`src/rtl/sid_pkg.sv`:
```
// Types and constants shared by the signed integer divider core.
// No dependencies; imported by every module of the block.
`default_nettype none

package sid_pkg;

   localparam int DATA_WIDTH = 32;
   localparam int COUNT_WIDTH = $clog2(DATA_WIDTH);

   localparam logic signed [DATA_WIDTH-1:0] INT_MAX = {1'b0, {(DATA_WIDTH-1){1'b1}}};

   typedef struct packed {
      logic signed [DATA_WIDTH-1:0] dividend;
      logic signed [DATA_WIDTH-1:0] divisor;
   } sid_req_type;

   typedef struct packed {
      logic signed [DATA_WIDTH-1:0] quotient;
      logic                         overflow;
      logic                         divide_by_zero;
   } sid_rsp_type;

   typedef struct packed {
      logic load;
      logic step;
      logic finish;
   } sid_cmd_type;

endpackage

`default_nettype wire

```
`src/rtl/sid_datapath.sv`:
```
// Datapath of the divider: operand magnitudes, restoring shift-subtract
// iteration, sign fix-up and the result register. Depends on sid_pkg.
`default_nettype none

module sid_datapath
   import sid_pkg::*;
(
   input  wire               clock,
   input  wire sid_cmd_type  cmd,
   input  wire sid_req_type  req_payload,
   output sid_rsp_type       rsp_payload
);

   logic [DATA_WIDTH-1:0] rem_ff, rem_in;
   logic [DATA_WIDTH-1:0] quo_ff, quo_in;
   logic [DATA_WIDTH-1:0] div_ff, div_in;
   logic                  neg_ff, neg_in;
   logic                  dz_ff, dz_in;
   sid_rsp_type           out_ff, out_in;

   logic [DATA_WIDTH:0]   partial;
   logic [DATA_WIDTH:0]   diff;

   always_comb begin
      partial = {rem_ff, quo_ff[DATA_WIDTH-1]};
      diff    = partial - {1'b0, div_ff};

      rem_in = rem_ff;
      quo_in = quo_ff;
      div_in = div_ff;
      neg_in = neg_ff;
      dz_in  = dz_ff;
      out_in = out_ff;

      if (cmd.load) begin
         rem_in = '0;
         quo_in = req_payload.dividend[DATA_WIDTH-1] ?
                  DATA_WIDTH'(-req_payload.dividend) : DATA_WIDTH'(req_payload.dividend);
         div_in = req_payload.divisor[DATA_WIDTH-1] ?
                  DATA_WIDTH'(-req_payload.divisor) : DATA_WIDTH'(req_payload.divisor);
         neg_in = req_payload.dividend[DATA_WIDTH-1] ^ req_payload.divisor[DATA_WIDTH-1];
         dz_in  = (req_payload.divisor == '0);
      end else if (cmd.step) begin
         // A borrow out of the trial subtraction means this quotient bit is zero.
         rem_in = diff[DATA_WIDTH] ? partial[DATA_WIDTH-1:0] : diff[DATA_WIDTH-1:0];
         quo_in = {quo_ff[DATA_WIDTH-2:0], ~diff[DATA_WIDTH]};
      end

      if (cmd.finish) begin
         out_in.overflow       = 1'b0;
         out_in.divide_by_zero = dz_ff;
         if (dz_ff) begin
            out_in.quotient = '0;
         end else if (neg_ff) begin
            out_in.quotient = -$signed(quo_ff);
         end else if (quo_ff[DATA_WIDTH-1]) begin
            // Only the most negative value divided by minus one lands here.
            out_in.quotient = INT_MAX;
            out_in.overflow = 1'b1;
         end else begin
            out_in.quotient = $signed(quo_ff);
         end
      end
   end

   always_ff @(posedge clock) begin
      rem_ff <= rem_in;
      quo_ff <= quo_in;
      div_ff <= div_in;
      neg_ff <= neg_in;
      dz_ff  <= dz_in;
      out_ff <= out_in;
   end

   assign rsp_payload = out_ff;

endmodule

`default_nettype wire

```
`src/rtl/sid_controller.sv`:
```
// Controller of the divider: request and response handshakes, iteration
// count and datapath commands. Depends on sid_pkg.
`default_nettype none

module sid_controller
   import sid_pkg::*;
(
   input  wire          clock,
   input  wire          reset,
   input  wire          req_valid,
   output logic         req_ready,
   output logic         rsp_valid,
   input  wire          rsp_ready,
   output sid_cmd_type  cmd
);

   typedef enum logic [1:0] {
      IDLE_ST,
      RUN_ST,
      FIX_ST
   } state_type;

   state_type              state_ff;
   logic [COUNT_WIDTH-1:0] count_ff;
   logic                   rsp_valid_ff;

   localparam logic [COUNT_WIDTH-1:0] LAST_COUNT = COUNT_WIDTH'(DATA_WIDTH - 1);

   always_comb begin
      req_ready  = (state_ff == IDLE_ST);
      cmd.load   = req_valid && req_ready;
      cmd.step   = (state_ff == RUN_ST);
      cmd.finish = (state_ff == FIX_ST) && (!rsp_valid_ff || rsp_ready);
   end

   always_ff @(posedge clock) begin
      if (reset) begin
         state_ff     <= IDLE_ST;
         count_ff     <= '0;
         rsp_valid_ff <= 1'b0;
      end else begin
         // A finish in the cycle the old response leaves keeps valid high.
         if (cmd.finish) begin
            rsp_valid_ff <= 1'b1;
         end else if (rsp_valid_ff && rsp_ready) begin
            rsp_valid_ff <= 1'b0;
         end
         case (state_ff)
            IDLE_ST: begin
               if (cmd.load) begin
                  state_ff <= RUN_ST;
                  count_ff <= '0;
               end
            end
            RUN_ST: begin
               count_ff <= count_ff + 1'b1;
               if (count_ff == LAST_COUNT) begin
                  state_ff <= FIX_ST;
               end
            end
            FIX_ST: begin
               // The result register is written only once the previous response is gone.
               if (cmd.finish) begin
                  state_ff <= IDLE_ST;
               end
            end
            default: begin
               state_ff <= IDLE_ST;
            end
         endcase
      end
   end

   assign rsp_valid = rsp_valid_ff;

   a_load_starts_run: assert property (@(posedge clock) disable iff (reset)
      cmd.load |=> (state_ff == RUN_ST) && (count_ff == '0))
      else $error("accepted request did not start the iteration");

   a_finish_sets_valid: assert property (@(posedge clock) disable iff (reset)
      cmd.finish |=> rsp_valid_ff && (state_ff == IDLE_ST))
      else $error("finished division did not present a response");

   a_step_only_when_busy: assert property (@(posedge clock) disable iff (reset)
      cmd.step |-> !req_ready && !cmd.finish)
      else $error("iteration step overlaps idle or finish");

endmodule

`default_nettype wire

```
`src/rtl/signed_integer_divider_core.sv`:
```
// Top level of the signed integer divider: controller plus datapath.
// Depends on sid_pkg, sid_controller and sid_datapath.
`default_nettype none

// Channel   Ports                               Payload
// request   req_valid, req_ready, req_payload   dividend, divisor
// response  rsp_valid, rsp_ready, rsp_payload   quotient, overflow, divide_by_zero
//
// Each request passes from acceptance to response through one load step, one
// restoring shift-subtract step per quotient bit (DATA_WIDTH of them) and one
// sign fix-up step, held by a stalled response, that writes the result register.
// One request is in flight at a time; a new one is accepted as soon as the
// previous one reaches the result register, even while that response stalls.
// Reset is synchronous and clears the controller and the response valid.

module signed_integer_divider_core
   import sid_pkg::*;
(
   input  wire               clock,
   input  wire               reset,
   input  wire               req_valid,
   output logic              req_ready,
   input  wire sid_req_type  req_payload,
   output logic              rsp_valid,
   input  wire               rsp_ready,
   output sid_rsp_type       rsp_payload
);

   sid_cmd_type cmd;

   sid_controller u_ctrl (
      .clock     (clock),
      .reset     (reset),
      .req_valid (req_valid),
      .req_ready (req_ready),
      .rsp_valid (rsp_valid),
      .rsp_ready (rsp_ready),
      .cmd       (cmd)
   );

   sid_datapath u_dp (
      .clock       (clock),
      .cmd         (cmd),
      .req_payload (req_payload),
      .rsp_payload (rsp_payload)
   );

   a_flags_exclusive: assert property (@(posedge clock) disable iff (reset)
      rsp_valid |-> !(rsp_payload.overflow && rsp_payload.divide_by_zero))
      else $error("overflow and divide-by-zero raised together");

   a_zero_divisor_result: assert property (@(posedge clock) disable iff (reset)
      rsp_valid && rsp_payload.divide_by_zero |-> rsp_payload.quotient == '0)
      else $error("zero divisor gave a nonzero quotient");

   a_overflow_saturates: assert property (@(posedge clock) disable iff (reset)
      rsp_valid && rsp_payload.overflow |-> rsp_payload.quotient == INT_MAX)
      else $error("overflow without saturated quotient");

endmodule

`default_nettype wire
```
`config.mk`:
```
export PLATFORM = sky130hd
export DESIGN_NAME = signed_integer_divider_core
export DESIGN_NICKNAME = d
export VERILOG_FILES = /design/src/rtl/sid_pkg.sv /design/src/rtl/sid_datapath.sv /design/src/rtl/sid_controller.sv /design/src/rtl/signed_integer_divider_core.sv
export SDC_FILE = /design/constraint.sdc
export NUM_CORES = 1
export LEC_CHECK = 0
export BUFFER_PORTS_ARGS = -buffer_cell sky130_fd_sc_hd__buf_4
export CAP_MARGIN = 0
export CORE_MARGIN = 5
export CORE_UTILIZATION = 54
export DETAILED_ROUTE_END_ITERATION = 10
export PLACE_DENSITY = 0.77
export RECOVER_POWER = 50
export SLEW_MARGIN = 20
export SYNTH_ARGS = -nofsm -noshare
export SYNTH_HDL_FRONTEND = slang
export SYNTH_HIERARCHICAL = 1
export SYNTH_SLANG_ARGS = --single-unit
```
`constraint.sdc`:
```
create_clock -name clock -period 3.48 [get_ports clock]
set_input_delay 1.044 -clock clock [delete_from_list [all_inputs] [get_ports clock]]
set_output_delay 1.044 -clock clock [all_outputs]
set_load 0.03 [all_outputs]
```
Yosys cells after proc, flatten, opt, wreduce, memory -nomap -nowiden
Index checks and enable logic that the tools add are counted.

storage, ports and cells
  input bits = 68
  logic and storage cells = 54
  bits in registers = 140
  output and inout bits = 36

cells by class
  mux-type cells = 16
  bitwise gates (word level) = 2
  reduce and logical (&&, ||, !) cells = 13
  eq/ne operators = 6
  $add $sub $neg = 5

operator list
  kind                                                                     number
  32-bit 2-to-1 mux                                                        5
  32-bit negator                                                           3
  31-bit 2-to-1 mux                                                        2
  33-bit by 32-bit subtractor with 33-bit output                           1
  32-bit zero test                                                         1
  5-bit case mux with 2 select lines                                       1
  2-bit 2-to-1 mux                                                         3
  2-bit case mux with 3 select lines                                       1
  2-bit nonzero test                                                       3
  5-bit by 1-bit adder with 5-bit output, second input constant            1
  5-bit == test, second input constant                                     1
  5-bit 2-to-1 mux                                                         1
  2-bit by 1-bit inequality test with 1-bit output, second input constant  2
  1-bit logical AND                                                        3
  1-bit 2-to-1 mux                                                         3
  3-bit AND reduction                                                      1
  2-bit by 1-bit == test with 1-bit output, second input constant          1
  2-bit == test, second input constant                                     1
  2-bit zero test                                                          1
  2-bit inequality test, second input constant                             1
  2-bit AND reduction                                                      1
  2-bit OR reduction                                                       1
  1-bit zero test                                                          1
  1-bit logical OR                                                         1
  2 further kinds                                                          2

Logic depth before layout (Yosys ltp)
Gate-level depths: netlist of run 1.

  word-level depth = 5
  gate-level depth with buffers = 14
  mapped depth without buffers = 12

By module
Netlist of run 1, hierarchy kept.

by module, submodules not included
  module          area an instance (um^2)  instances  cells each  seq. area each (um^2)
  sid_datapath    8839.7                   1          988         3643.5
  sid_controller  376.6                    1          40          160.2

Least setup slack after synthesis of run 1
Ideal clock, no wire load.

  kind = input -> register
  start = input req_payload[36] in the netlist's numbering
  end = register u_dp.quo_ff[30], data pin
  setup slack = -148 ps
  data arrival time = 3361 ps
  data required time = 3212 ps
  stages = 9
  buffers on the path = 0
  library setup time = 268 ps
  cells stage by stage = nor4_2 -> nand2_1 -> or4_4 -> or3_4 -> or4_4 -> nand2b_4 -> o41ai_4 -> xor2_1 -> a21oi_1

between the ends
  word-level cells in the longest chain between the ends = 3

ends and longest elaborated chain
  what                  RTL line                           source
  start, declared       signed_integer_divider_core.sv:23  input wire sid_req_type req_payload,
  32-bit negator        sid_datapath.sv:38                 DATA_WIDTH'(-req_payload.dividend) : DATA_WIDTH'(req_payload.dividend);
  32-bit 2-to-1 mux     sid_datapath.sv:37                 quo_in = req_payload.dividend[DATA_WIDTH-1] ?
  32-bit 2-to-1 mux     sid_datapath.sv:35                 if (cmd.load) begin
  via u_dp.quo_in[30]   sid_datapath.sv:15                 logic [DATA_WIDTH-1:0] quo_ff, quo_in;
  end signal, assigned  sid_datapath.sv:68                 quo_ff <= quo_in;
  end, declared         sid_datapath.sv:15

The timed path passes the listed nets, and every way through them passes these cells.
A chain may end at the register's enable or synchronous reset.

Final worst setup path of run 1
  start = input req_payload[35] in the netlist's numbering
  end = register u_dp.quo_ff[30], data pin

Same word-level chain as after synthesis.

==> run_results.csv, run 1 <==
group,metric,value,unit
status,status,"finished with violations",
clocking,cts_max_path_buffers,2,
setup_path,cp_common_cell,"or4_4",
layout,stdcell_count,1385,
global_route,grt_max_degree,52,
logic_synthesis,synth_cell_types,76,
layout,fillers,1319,
timing,skew,0.00893,ns
setup_path,critPathSlowestCell,"or4_4",
drt,drc,0,
placed_design,io_buffers,103,
floorplanning,start_util,0.554,
drt,drtAntennaViolNets,0,
hold_path,min-delay-path-class,"register to register",
logic_synthesis,synth_top_area_frac,0.326,
clocking,cts_hold_buffers,0,
timing,worst_hold_slack,0.504,ns
floorplanning,dieWidth,141,µm
clocking,htree_levels,4,
clocking,clk_root_buffer_cell,"clkbuf_16",
floorplanning,dieArea,0.0198,mm²
logic_synthesis,synth_top_area_cell,"edfxtp_1",
timing,finalCritPeriodShare,0.973,
layout,seq_area,0.00380,mm²
clocking,numCtsBuffers,17,
setup_path,path_class,"input pin to register",
drt,viasPerCell,5.76,
global_route,grt_overflow_total,0,
timing,setup-violations-final,0,
placed_design,place_congestion,0.902,
timing,fin_ws,0.0951,ns
logic_synthesis,synth_flop_cell,"edfxtp_1",
logic_synthesis,yosysMostFrequentCell,"nor2_1",
placed_design,pre_cts_ws,-0.336,ns
placed_design,placed_area,0.0105,mm²
timing,hold_viol_final,0,
logic_synthesis,synth_common_cells,"nor2_1 (122), nand2_1 (107), edfxtp_1 (100)",
timing,slew_viol_final,87,
drt,drtPass1Iterations,6,
setup_path,worst_setup_path_end_kind,"register",
logic_synthesis,syn_area,0.00922,mm²
logic_synthesis,ys_ff_latch,140,
drt,routed_wl,20.4,mm
logic_synthesis,synth_fp_nets,1134,
timing,fmax,0.295,GHz
timing,maxSlewHeadroom,-0.341,
logic_synthesis,synth-async-reset-ratio,0,
power_and_ir_drop,leakage,4.36,nW
global_route,grt_pass1_wl,33.5,mm
clocking,cts_tree,"done",
logic_synthesis,synthTopCellsByArea,"edfxtp_1 (33%), dfxtp_1 (8.7%), ha_1 (5.0%)",
drt,drt-initial-drc-count,621,
status,violations,"max-capacitance violations, max-slew violations",
clocking,worstSkewPairLatency,0.42,ns
floorplanning,core_area,0.0166,mm²
logic_synthesis,synth_cells,1028,
global_route,antenna_found_initial,1,
floorplanning,rows,47,
logic_synthesis,synth-edff-count,100,
setup_path,reg2reg_slack,0.20,ns
setup_path,cp_cell_sequence,"buf_8 > nor4_4 > nand2_1 > or4_4 > or3_4 > or4_4 > nand2b_4 > o41ai_4 > xor2_1 > a21oi_1",
timing,rsz0062_at_grt,"yes",
setup_path,cpPeakStageDelay,0.52,ns
layout,fin_nets,1257,
setup_path,worstPathArrival,3.53,ns
layout,final_layout_size_suffix_gt1_frac,0.180,
power_and_ir_drop,power_density,567,mW/mm²
power_and_ir_drop,vdd_ir_drop_max,407,µV
logic_synthesis,synth.avg_cell_area,8.97,µm²
global_route,grt_pass1_vias,7211,
placed_design,place_hpwl,15.1,mm
power_and_ir_drop,p_total,6.31,mW
placed_design,placed_cells,1351,
run,drv_cap,2,
clocking,clkTransAtPathRegs,0.06,ns
drt,num_vias,7981,
logic_synthesis,synth_seq_area_share,0.413,
setup_path,worst_setup_path_start_kind,"input pin",
layout,final_design_area_no_fill,0.0111,mm²
layout,area_growth_syn_to_layout,20.9,%
timing,fin_crit,3.38,ns
setup_path,crit_fanout,3,
global_route,gr-usage-all-layers,0.203,
floorplanning,die_h,141,µm
logic_synthesis,yosysWarnings,6,
setup_path,critical_path_required,3.63,ns
layout,multi_input_area,0.00504,mm²
timing,max_slew.worst_pin.slew,2.01,ns
clocking,clock_sinks,140,
floorplanning,pin_count,104,
drt,post_drt_wl_per_cell,14.8,µm
## repair_timing
item | in CTS | in global routing
buffers inserted | 0 | 1
setup endpoints to repair | 0 | 30
resized for setup | 0 | 8
## routing by layer
layer | global-route usage | wire length [µm]
met3 | 0.0366 | 1250
met1 | 0.271 | 9080
met2 | 0.334 | 9750
met5 | 0 | 0
met4 | 0.0683 | 356
## worst max-delay path: cells and delay by family
family          cells  cell delay (ns)
compound gates      2             0.29
xor+xnor            1             0.17
buf+inv             1             0.10
simple gates        6             1.93
## power by group
part | total [mW] | switching, mW | internal, mW
registers | 2.20 | 0.187 | 2.02
logic | 2.12 | 1.21 | 0.905
clock network | 1.99 | 0.698 | 1.29
## cell type report
cell class	count	area share
multi-input cells	784	0.452
clock buffers	18	0.0394
well taps	220	0.0247
inverters	50	0.0169
flip-flops and latches	140	0.341
diodes	1	0.000225
clock inverters	14	0.0191
repair buffers	158	0.106
## registers in the layout, indices dropped and copies added (netlist names)
| signal | flops |
|---|---|
| u_dp/rsp_payload | 34 |
| u_ctrl/state_ff | 2 |
| u_dp/quo_ff | 32 |
| u_dp/rem_ff | 32 |
| u_dp/div_ff | 32 |
| u_ctrl/count_ff | 5 |
| u_dp/neg_ff | 1 |
| u_ctrl/rsp_valid | 1 |
| u_dp/dz_ff | 1 |
## per-stage QoR
stage	utilization	setup TNS, ns
6_report	0.669	0
5_1_grt	0.669	-0.0314
4_1_cts	0.669	0
3_5_place_dp	0.630	-3.08
3_3_place_gp	0.630	-2.50
2_1_floorplan	-	-0.273
## final timing paths
| path | endpoint | from | depth (start not counted) |
|---|---|---|---|
| worst max-delay path | u_dp/quo_ff[30]$_DFFE_PP_ | req_payload[35] | 10 |
| worst min-delay path | u_dp/rem_ff[2]$_SDFFE_PP0P_ | u_dp/rem_ff[1]$_SDFFE_PP0P_ | 2 |
| worst max register to register | u_dp/rem_ff[30]$_SDFFE_PP0P_ | u_dp/quo_ff[31]$_DFFE_PP_ | 13 |
| worst min register to register | u_dp/rem_ff[2]$_SDFFE_PP0P_ | u_dp/rem_ff[1]$_SDFFE_PP0P_ | 2 |
## layout by cell type, fill, tap and decap left out, types with 12 or more instances in the layout
| cell | instances |
|---|---|
| a21o_1 | 14 |
| nand3_1 | 24 |
| clkbuf_16 | 17 |
| o31ai_1 | 17 |
| nand2_1 | 107 |
| xnor2_1 | 47 |
| edfxtp_1 | 100 |
| ha_1 | 37 |
| a31oi_1 | 13 |
| xor2_1 | 36 |
| inv_1 | 50 |
| nor3_1 | 26 |
| nand2b_1 | 14 |
| dfxtp_1 | 40 |
| a311oi_1 | 35 |
| nor2b_1 | 12 |
| a21oi_1 | 79 |
| nor2_1 | 122 |
| o21ai_0 | 46 |
| buf_4 | 140 |
| or3_1 | 15 |
## logic make-up (layout without fill, tap and decap cells)
family          count (synthesis)  in the layout  synth area share
other cells                     0              1                 0
xor+xnor                       85             85            0.0808
fa+ha+maj                      38             38            0.0524
flops                         140            140             0.413
mux                             5              5           0.00557
buf+inv                       104            240            0.0463
compound gates                278            278             0.204
simple gates                  378            378             0.198
(Power assumes the default switching activity.)
==> run 2: changes to the inputs <==
Settings changed: CORE_ASPECT_RATIO from default to 0.9, SYNTH_HIERARCHICAL 1 to default.
==> run 2 against run 1 <==
  * The run still ends with max-capacitance violations, max-slew violations left
  * Core utilization decreased by 1.0 points
  * Register-to-register slack got worse by 0.03 ns
  * Flip-flop and latch count unchanged
  * Cell count increased by 5.2%
  * Worst hold slack got worse by 0.029 ns
  * Fmax increased by 0.10%
  * Synthesized cell count increased by 3.9%
  * Largest power group is now combinational cells
==> run_results.csv, run 2 <==
group,metric,value,unit
status,status,"finished with violations",
status,violations,"max-capacitance violations, max-slew violations",
setup_path,path_class,"input pin to register",
logic_synthesis,ys_ff_latch,140,
global_route,grt_pass1_vias,7886,
logic_synthesis,synthTopCellsByArea,"edfxtp_1 (32%), dfxtp_1 (8.5%), nand2_1 (5.4%)",
floorplanning,dieWidth,150,µm
drt,drtPass1Iterations,6,
power_and_ir_drop,vdd_ir_drop_max,423,µV
placed_design,place_congestion,0.968,
global_route,grt_pass1_wl,40.4,mm
hold_path,hold_start,"u_ctrl.count_ff[4]$_SDFFE_PP0P_",
drt,routed_wl,25.1,mm
logic_synthesis,synth_seq_area_share,0.402,
hold_path,hold_depth,2,
setup_path,cpPeakStageDelay,0.45,ns
layout,layout_common_cells,"buf_4 (159), nand2_1 (134), edfxtp_1 (100), nor2_1 (80), o21ai_0 (66)",
hold_path,hold_end,"u_ctrl.count_ff[4]$_SDFFE_PP0P_",
timing,skew,0.0108,ns
logic_synthesis,yosysWarnings,0,
layout,final_common_cell,"buf_4",
setup_path,reg2reg_depth,11,
clocking,worstSkewPairLatency,0.43,ns
setup_path,cp_common_cell,"or3_4",
floorplanning,rows,46,
layout,diodes,0,
power_and_ir_drop,power_density,647,mW/mm²
setup_path,worstPathArrival,3.54,ns
timing,worst_hold_slack,0.475,ns
setup_path,worst_setup_path_start_kind,"input pin",
logic_synthesis,synth_cells,1068,
setup_path,timing.rr.end,"u_dp.rsp_payload[30]$_SDFFCE_PP0P_",
power_and_ir_drop,switchingPower,2.92,mW
layout,largest_reg_flops,34,
power_and_ir_drop,leakage,4.53,nW
layout,final_layout_size_suffix_gt1_frac,0.189,
setup_path,crit_fanout,3,
logic_synthesis,synth_fp_nets,1174,
power_and_ir_drop,p_seq_frac,0.320,
run,drv_cap,2,
logic_synthesis,synth-edff-count,100,
timing,max_slew.worst_pin.slew,1.75,ns
logic_synthesis,yosysMostFrequentCell,"nand2_1",
floorplanning,dieArea,0.0203,mm²
layout,fillers,1424,
logic_synthesis,synth.avg_cell_area,8.86,µm²
timing,setup-violations-final,0,
clocking,cts_hold_buffers,0,
layout,fin_nets,1310,
setup_path,cp_cell_sequence,"buf_4 > inv_8 > ha_4 > or4b_4 > nand2b_4 > or3_4 > or3_4 > or3_4 > o31ai_2 > xor2_1 > o21ai_1",
drt,drt-initial-drc-count,1109,
setup_path,critical_path_required,3.64,ns
clocking,clock_sinks,140,
logic_synthesis,synth_cell_types,73,
logic_synthesis,synth-async-reset-ratio,0,
floorplanning,core_area,0.0174,mm²
setup_path,r2r-start,"u_dp.quo_ff[1]$_DFFE_PP_",
timing,hold_viol_final,0,
clocking,cts_tree,"done",
floorplanning,die_h,136,µm
power_and_ir_drop,p_sw_frac,0.392,
global_route,grt_overflow_total,0,
clocking,htree_levels,4,
placed_design,place_hpwl,18.4,mm
global_route,gr-usage-all-layers,0.248,
logic_synthesis,synth_top_area_frac,0.317,
setup_path,reg2reg_slack,0.17,ns
setup_path,critPathSlowestCell,"or4b_4",
drt,drc,0,
global_route,antenna_found_initial,0,
layout,area_growth_syn_to_layout,21.5,%
power_and_ir_drop,power.internal,4.52,mW
timing,fmax,0.296,GHz
setup_path,worst_setup_path_end_kind,"register",
logic_synthesis,synth_common_cells,"nand2_1 (135), edfxtp_1 (100), nor2_1 (80)",
timing,rsz0062_at_grt,"no",
timing,fin_crit,3.38,ns
placed_design,io_buffers,103,
power_and_ir_drop,p_comb_frac,0.433,
logic_synthesis,synth_flop_cell,"edfxtp_1",
global_route,grt_max_degree,73,
drt,drtAntennaViolNets,0,
power_and_ir_drop,pwr-share-clk,0.247,
drt,num_vias,8739,
clocking,numCtsBuffers,17,
drt,viasPerCell,6.00,
logic_synthesis,synth_top_area_cell,"edfxtp_1",
floorplanning,start_util,0.542,
timing,maxSlewHeadroom,-0.165,
timing,slew_viol_final,68,
floorplanning,pin_count,104,
clocking,cts_max_path_buffers,2,
timing,finalCritPeriodShare,0.972,
clocking,clkTransAtPathRegs,0.06,ns
hold_path,min-delay-path-class,"register to register",
logic_synthesis,syn_area,0.00946,mm²
clocking,clk_root_buffer_cell,"clkbuf_16",
layout,final_util,0.659,
drt,post_drt_wl_per_cell,17.2,µm
[run 2: changes by cell type in the layout (fill, tap and decap cells not counted), sizes merged, moves of 6 or more]
cell | before | now
or3 | 16 | 27
clkbuf | 32 | 39
buf | 144 | 159
a21oi | 81 | 54
nor2 | 122 | 80
nand2 | 107 | 135
mux2i | 4 | 10
nand4 | 5 | 20
o211ai | 7 | 29
xnor2 | 48 | 40
and3 | 4 | 12
o21ai | 47 | 74
a211oi | 11 | 5
a311oi | 35 | 20
[run 2: cell families after synthesis]
family	Yosys count	synth area share
AOI/OAI and AO/OA	293	0.211
xor gates and xnor gates	79	0.0731
adders and majority gates	38	0.0511
buffers and inverters	115	0.0459
DFF	140	0.402
muxes	11	0.0118
and+or+nand+nor	392	0.205
[run 2: repair_timing]
item	4_1_cts	5_1_grt
resized for setup	0	7
buffers inserted	0	0
endpoints found under the hold margin	0	0
endpoints found under the setup margin	0	25
[run 2: layout make-up]
type	instances	area, µm²	area share
multi-input combinational	813	5310	0.462
sequential	140	3800	0.331
tap	240	300	0.0261
clock inverter	11	133	0.0115
timing repair buffer	177	1270	0.110
clock buffer	21	460	0.0401
inverter	55	218	0.0189
[run 2: per-stage QoR]
step	instances	instance area (µm²)	total power, mW	TNS (ns)	setup slack [ns]
6_report	1457	11500	7.44	0	0.0987
3_3_place_gp	1425	10900	5.43	-2.56	-0.305
3_5_place_dp	1425	10900	5.51	-3.15	-0.343
5_1_grt	1457	11500	7.88	0	0.0248
2_1_floorplan	1068	9520	4.53	-0.575	-0.147
4_1_cts	1457	11500	7.37	0	0.104
[run 2: power groups by stage]
stage	logic [mW]	clock network, mW	registers, mW
global placement	3.05	0	2.38
global route	3.55	1.92	2.40
detailed placement	3.12	0	2.39
floorplan	2.24	0	2.29
finish	3.22	1.84	2.38
CTS	3.16	1.86	2.36
[run 2: layer usage]
layer / GRT usage / share of wire
met1: 0.382 / 0.47
met2: 0.349 / 0.41
met3: 0.0596 / 0.10
met4: 0.0574 / 0.012
met5: 0 / 0
[run 2: how the worst max path moves through the flow]
stage,startpoint,end,slack (ns),cells past startpoint
4_1_cts,u_dp.quo_ff[31]$_DFFE_PP_,u_dp.rem_ff[20]$_SDFFE_PP0P_,0.10,11
3_3_place_gp,req_payload[32],u_dp.quo_ff[26]$_DFFE_PP_,-0.31,11
6_report,req_payload[32],u_dp.quo_ff[26]$_DFFE_PP_,0.1,11
2_1_floorplan,req_payload[32],u_dp.quo_ff[26]$_DFFE_PP_,-0.15,10
3_5_place_dp,req_payload[32],u_dp.quo_ff[26]$_DFFE_PP_,-0.34,11
5_1_grt,req_payload[32],u_dp.quo_ff[26]$_DFFE_PP_,0.02,11
[run 2: worst max-delay path, delay by kind of cell]
family	cells	cell delay (ns)
xor gates and xnor gates	1	0.19
adders and majority gates	1	0.11
AOI/OAI and AO/OA	2	0.27
buffers and inverters	2	0.18
and+or+nand+nor	5	1.73
